$ cat src/rtl/swc_serial_mul.sv
`timescale 1ns / 1ps
`default_nettype none
module swc_serial_mul #(
    parameter int W = 64
) (
    input  logic           clk,
    input  logic           rst_n,
    input  logic           start,
    input  logic [W-1:0]   a,
    input  logic [W-1:0]   b,
    output logic           done,
    output logic [2*W-1:0] product
);

    localparam int CW = $clog2(W);

    logic [2*W-1:0] p_reg;
    logic [2*W-1:0] p_next;
    logic [W-1:0]   a_reg;
    logic [W:0]     upper;
    logic [CW-1:0]  cnt_reg;
    logic           busy_reg;
    logic           done_reg;

    // One multiplier bit is consumed per cycle, least significant first.
    always_comb
    begin
        upper  = {1'b0, p_reg[2*W-1:W]} + (p_reg[0] ? {1'b0, a_reg} : '0);
        p_next = {upper, p_reg[W-1:1]};
    end

    always_ff @(posedge clk or negedge rst_n)
    begin
        if (!rst_n)
        begin
            busy_reg <= 1'b0;
            done_reg <= 1'b0;
            cnt_reg  <= '0;
        end
        else
        begin
            done_reg <= busy_reg && (cnt_reg == CW'(W - 1));
            if (start)
            begin
                busy_reg <= 1'b1;
                cnt_reg  <= '0;
            end
            else if (busy_reg)
            begin
                cnt_reg <= cnt_reg + 1'b1;
                if (cnt_reg == CW'(W - 1))
                begin
                    busy_reg <= 1'b0;
                end
            end
        end
    end

    always_ff @(posedge clk)
    begin
        if (start)
        begin
            p_reg <= {{W{1'b0}}, b};
            a_reg <= a;
        end
        else if (busy_reg)
        begin
            p_reg <= p_next;
        end
    end

    assign done    = done_reg;
    assign product = p_reg;

endmodule
`default_nettype wire

$ cat config.mk
export PLATFORM = sky130hd
export DESIGN_NAME = swc_serial_mul
export DESIGN_NICKNAME = d
export VERILOG_FILES = /design/src/rtl/swc_serial_mul.sv
export SDC_FILE = /design/constraint.sdc
export NUM_CORES = 1
export LEC_CHECK = 0
export BUFFER_PORTS_ARGS = -buffer_cell sky130_fd_sc_hd__buf_4
export CORE_UTILIZATION = 40
export CTS_BUF_LIST = sky130_fd_sc_hd__clkbuf_4 sky130_fd_sc_hd__clkbuf_8
export DETAILED_ROUTE_END_ITERATION = 8
export PLACE_DENSITY = 0.64
export SYNTH_ARGS = -nofsm -noshare
export SYNTH_HDL_FRONTEND = slang
export SYNTH_SLANG_ARGS = --single-unit
$ cat constraint.sdc
create_clock -name clk -period 3.52 [get_ports clk]
set_input_delay 0 -clock clk [delete_from_list [all_inputs] [get_ports clk]]
set_output_delay 0 -clock clk [all_outputs]
set_load 0.02 [all_outputs]
==> flow_metrics.tcl, run 1 <==
set metrics [dict create \
    status "complete, no violations" \
    layout-drive-gt1-share 0.3225 \
    fmax_ghz 0.2887 \
    yosys.cell_types.count 70 \
    largest_reg_flops 128 \
    yosys.area_share.xor_xnor 0.04410 \
    grt_first_pass_wirelength_um 50230 \
    min_path_cells 2 \
    globalRouteTotalUtil 0.2233 \
    rr_endpoint "product[125]" \
    hold_violations 0 \
    grt_pass1_vias 9718 \
    synth_largest_area_cell "edfxtp_1" \
    synth_area_um2 11320 \
    syn_avg_cell_area_um2 10.70 \
    io_pins 260 \
    synth.mux.area_fraction 0.09108 \
    dr.pass1.iters 5 \
    hold-path-endpoint "a_reg[6]" \
    io_buffers 259 \
    crit_buf_inv 2 \
    ctsHtreeMaxLevel 4 \
    r2r_slack_ps 60 \
    start_util 0.4074 \
    fin_nets 1663 \
    ys_top_cells_by_count "128 x edfxtp_1, 76 x a21oi_1, 69 x and2_1, 68 x nand2_1" \
    vias 9554 \
    leakage_nw 7.105 \
    syn-num-nets 1255 \
    synth_cells 1058 \
    synth_top_cell_area_share 0.3396 \
    p_total_mw 8.075 \
    die_h_um 170.2 \
    synth-simple-area-share 0.1363 \
    critical_path_peak_fanout 17 \
    synth_area_leaders "edfxtp_1 34%, dfxtp_1 11%, ha_1 7.2%" \
    synth-main-ff-cell "edfxtp_1" \
    synth_most_common_cell "edfxtp_1" \
    peakVddDrop_v 0.0002928 \
    cellPowerDensity_nw_per_um2 503.9 \
    drt_iter0_drc 599 \
    end_kind "flop" \
    antenna_found_initial 0 \
    n_antenna_cell 0 \
    r2r_cells 14 \
    startpoint_type "flop" \
    ys_ff_latch 200 \
    synth_top_family_by_area "compound AO/OA/AOI/OAI gates" \
    synth_fa_ha_area_frac 0.07362 \
    worst_path_max_delay_cell "o41a_4" \
    clock_latency_ps 510 \
    tightestPinTransition_ps 683.7 \
    dp_hpwl_um 23220 \
    maxCapViolCount 0 \
    setup_viol 0 \
    via_per_inst 5.145 \
    async_flop_share 0.04000 \
    setup.worst_path.start "product[0]" \
    drt.antenna.violating_nets 0 \
    gp_congestion 0.9012 \
    cts_buffers 17 \
    timing.slew.headroom 0.5442 \
    regToRegStartpoint "product[0]" \
    cp_top_family "compound AO/OA/AOI/OAI gates" \
    tns_ps 0 \
    worst_path_largest_cell_delay_ps 500 \
    wl_per_cell_um 17.69 \
    crit_chain "buf_6, buf_12, and2_1, ha_2, a21oi_1, o211ai_1, a21oi_1, o31a_1, a211oi_4, a21oi_2, o41a_4, o21ai_2, o21ai_0, a32o_1" \
    period_minus_slack_ps 3464 \
    fin_util 0.5768 \
    hp-start "a[6]" \
    area_growth_pct 41.57 \
    root_buffer "clkbuf_8" \
    cts.sinks 200 \
    maxSlewViolCount 0 \
    min_period_over_period 0.9840 \
    clockBufferDepth 2 \
    cts_tree "yes" \
    num_rows 61 \
    critPathArrivalTime_ps 3860 \
    grt_max_degree 106 \
    die_w_um 170.2 \
    wl_um 32860 \
    critical_path_class "flop to flop" \
    gr-total-overflow 0 \
    worst_path_most_repeated_cell "a21oi_1" \
    crit_required_ps 3920 \
    synth_compound_area_frac 0.1595 \
    drc 0 \
    hp-class "input port to flop" \
    fin_skew_ps 30.38 \
    ys_warn_count 0 \
    fp.coreArea_um2 27780 \
    ys_seq_area_frac 0.4704 \
    die_area_um2 28980 \
    synth_edf_count 128 \
    clk_pin_slew_ps 130 \
]
## worst max-delay path by stage
stage | endpoint | cells past startpoint
5_1_grt | product[114] | 15
3_5_place_dp | product[122] | 13
2_1_floorplan | product[125] | 14
6_report | product[125] | 14
3_3_place_gp | product[122] | 13
4_1_cts | product[122] | 13
## cells by family after synthesis
group,count (synthesis)
compound gates,267
xor+xnor,57
fa+ha+maj,66
buf+inv,73
flops,200
mux,95
simple gates,300
## metrics by stage
stage                     cell area (um2)  std cells  worst slack [ps]  hold WS, ps
after floorplan                     11320       1058             57.33       -295.6
after global placement              13920       1687             70.33       -174.9
after detailed placement            13920       1687             72.92       -174.3
after CTS                           15630       1850             42.68        162.9
after global routing                16030       1857            -45.04        172.3
final                               16030       1857             56.42        201.0
## where the power goes
part | total [mW] | switching, mW | leakage (nW) | internal (mW)
combinational | 3.36 | 1.77 | 4.96 | 1.59
sequential | 3.15 | 0.297 | 1.94 | 2.86
clock | 1.56 | 0.954 | 0.210 | 0.605
total | 8.07 | 3.02 | 7.11 | 5.05
## repair_timing
action	CTS	global route
gates resized for setup	0	59
endpoints found under the setup margin	0	24
hold buffers	131	0
endpoints found under the hold margin	152	0
buffers inserted	0	6
## layout make-up
| cell class | count | area (um2) |
|---|---|---|
| fill | 2392 | 11760 |
| tap | 378 | 473.0 |
| clock inverter | 14 | 163.9 |
| clock buffer | 18 | 241.5 |
| timing repair buffer | 450 | 3760 |
| inverter | 12 | 45.04 |
| multi-input combinational | 785 | 6016 |
| sequential | 200 | 5326 |
## worst reg2reg max path, stage by stage (launching register included)
cell,delay [ps]
edfxtp_1,390
buf_6,160
buf_12,150
and2_1,150
ha_2,390
a21oi_1,100
o211ai_1,240
a21oi_1,110
o31a_1,290
a211oi_4,250
a21oi_2,110
o41a_4,500
o21ai_2,170
o21ai_0,110
a32o_1,260
## cell usage in the layout (no fill, tap or decap), types with 10 or more instances in the layout
master         synthesis  layout
a211oi_1              11      10
a21o_1                46      46
a21oi_1               76      73
and2_1                69      64
and3_1                10      10
buf_4                  0     313
clkbuf_8               0      17
dfxtp_1               64      64
dlygate4sd3_1          0     131
edfxtp_1             128     128
ha_1                  65      49
ha_4                   0      12
inv_1                 12      11
mux2_2                64      64
mux2i_1               31      31
nand2_1               68      67
nand2b_1              10      10
nand3_1               15      15
nand4_1               26      26
nor2_1                65      64
o21a_1                14      14
o21ai_0               39      35
o21ai_1               12      12
o21bai_1              10      10
xnor2_1               34      34
xor2_1                23      23
## layer usage
| layer | routed length (um) | share of wire | global-route usage | up-vias |
|---|---|---|---|---|
| li1 | - | - | - | 4718 |
| met1 | 14030 | 0.43 | 0.2672 | 4506 |
| met2 | 16160 | 0.49 | 0.3920 | 280 |
| met3 | 1852 | 0.056 | 0.05140 | 50 |
| met4 | 812 | 0.025 | 0.07599 | 0 |
| met5 | 0 | 0 | 0 | - |
Note: power is estimated with default switching activity, not from simulation.
==> run 2: changes to the inputs <==
--- a/config.mk
+++ b/config.mk
@@ -9,7 +9,9 @@
 export CORE_UTILIZATION = 40
 export CTS_BUF_LIST = sky130_fd_sc_hd__clkbuf_4 sky130_fd_sc_hd__clkbuf_8
 export DETAILED_ROUTE_END_ITERATION = 8
+export GPL_TIMING_DRIVEN = 0
 export PLACE_DENSITY = 0.64
+export SLEW_MARGIN = 15
 export SYNTH_ARGS = -nofsm -noshare
 export SYNTH_HDL_FRONTEND = slang
 export SYNTH_SLANG_ARGS = --single-unit
==> flow_metrics.tcl, run 2 (synthesis results as in run 1) <==
set metrics [dict create \
    fmax_ghz 0.2869 \
    n_antenna_cell 0 \
    final_common_cell "buf_4" \
    timing.slew.headroom 0.3992 \
    vias 9856 \
    wl_per_cell_um 18.05 \
    grt_max_degree 66 \
    cts.sinks 200 \
    critPathArrivalTime_ps 3870 \
    grt.busiest_layer "met2" \
    fp.coreArea_um2 27780 \
    via_per_inst 5.218 \
    globalRouteTotalUtil 0.2330 \
    leakage_nw 7.206 \
    fin_util 0.5944 \
    antenna_found_initial 0 \
    worst_path_max_delay_cell "edfxtp_1" \
    drc 0 \
    critical_path_class "flop to flop" \
    worst_path_largest_cell_delay_ps 460 \
    maxCapViolCount 0 \
    dp_hpwl_um 23660 \
    cts_tree "yes" \
    min_period_over_period 0.9901 \
    critical_path_peak_fanout 7 \
    period_minus_slack_ps 3485 \
    dp_slack_ps -894.7 \
    area_growth_pct 45.89 \
    clk_pin_slew_ps 120 \
    cts_buffers 17 \
    ctsHtreeMaxLevel 4 \
    crit_chain "buf_8, and2_4, ha_4, fa_2, a21o_1, a21o_1, a21oi_2, o21a_2, a211oi_4, a21oi_2, o41a_4, o21ai_4, or3_4, a32o_1" \
    grt_first_pass_wirelength_um 52030 \
    die_w_um 170.2 \
    rsz0062_at_grt "true" \
    largest_reg_flops 128 \
    peakVddDrop_v 0.0003156 \
    grt_pass1_vias 9864 \
    setup_viol 0 \
    status "complete, no violations" \
    gr-total-overflow 0 \
    crit_required_ps 3910 \
    layout_setup_ws_ps 34.73 \
    hold_violations 0 \
    dr.pass1.iters 7 \
    layout-drive-gt1-share 0.3475 \
    die_h_um 170.2 \
    wl_um 34100 \
    fin_nets 1695 \
    io_buffers 259 \
    cellPowerDensity_nw_per_um2 496.8 \
    r2r_slack_ps 30 \
    use_met1 0.2722 \
    gp_congestion 0.8942 \
    num_rows 61 \
    clock_latency_ps 490 \
    io_pins 260 \
    hp-class "input port to flop" \
    root_buffer "clkbuf_8" \
    finalNonFillerCells 1889 \
    gr-usage-met3 0.05186 \
    dp.cells 1696 \
    startpoint_type "flop" \
    use_met2 0.4266 \
    final_cell_mix "307 x buf_4, 130 x dlygate4sd3_1, 128 x edfxtp_1" \
    start_util 0.4074 \
    die_area_um2 28980 \
    fin_skew_ps 31.08 \
    clockBufferDepth 2 \
    drt.antenna.violating_nets 0 \
    tightestPinTransition_ps 901.1 \
    drt_iter0_drc 429 \
    maxSlewViolCount 0 \
    end_kind "flop" \
]
-- run 2: cell types whose count changed in the layout (fill, tap and decap cells not counted), moves of 3 or more --
cell / previous run / this run
ha_1: 49 / 36
nand2_1: 67 / 64
o21ai_1: 12 / 15
buf_1: 0 / 4
buf_6: 3 / 6
and3_1: 10 / 7
o21ai_0: 35 / 30
clkbuf_1: 0 / 25
buf_4: 313 / 307
buf_8: 0 / 3
ha_4: 12 / 24
a21oi_2: 3 / 13
a21oi_1: 73 / 62
-- run 2: metal layers --
| metal | vias up | wire [um] |
|---|---|---|
| li1 | 4780 | - |
| met1 | 4734 | 14120 |
| met2 | 306 | 17500 |
| met3 | 36 | 1860 |
| met4 | 0 | 617 |
| met5 | - | 0 |
-- run 2: path summary, 6_finish.rpt --
path	startpoint	endpoint	cells past startpoint
setup / recovery	product[0]	product[125]	14
hold / removal	start	a_reg[17]	1
setup reg to reg	product[0]	product[125]	14
hold reg to reg	product[99]	product[99]	2
max in group asynchronous	rst_n	done	3
min in group asynchronous	rst_n	cnt_reg[0]	3
-- run 2: critical path, delay by kind of cell, from the launching register on --
family | cells | cell delay [ps]
buffers and inverters | 1 | 190
AOI/OAI and AO/OA | 9 | 1690
and+or+nand+nor | 2 | 520
DFF | 1 | 460
adders and majority gates | 2 | 540
-- run 2: report_power, final --
part	internal, mW	leakage, nW	switching, mW	total [mW]
registers	2.86	1.94	0.310	3.17
clock network	0.532	0.201	0.947	1.48
logic	1.71	5.07	1.85	3.56
-- run 2: area by class of cell --
class | instances | area, um2
clock inverter | 15 | 152.6
multi-input combinational | 785 | 6371
clock buffer | 17 | 234.0
tap | 378 | 473.0
sequential | 200 | 5325
buffer | 42 | 252.7
inverter | 12 | 47.55
fill | 2347 | 11270
timing repair buffer | 440 | 3659
-- run 2: what timing repair did --
item	in CTS	in global routing
cloned	2	1
endpoints found under the setup margin	42	23
pin swaps	26	53
resized for setup	84	71
setup buffers	19	28
hold buffers	130	0
endpoints found under the hold margin	136	0
-- run 2: stage by stage --
stage | total power, mW | setup TNS (ps) | area, um2 | hold WS, ps
2_1_floorplan | 5.051 | 0 | 11320 | -295.6
3_3_place_gp | 6.063 | -51470 | 13740 | -173.7
3_5_place_dp | 6.094 | -20420 | 13760 | -173.9
4_1_cts | 7.974 | -0.1155 | 16030 | 181.0
5_1_grt | 8.662 | -238.4 | 16510 | 188.3
6_report | 8.205 | 0 | 16510 | 182.7
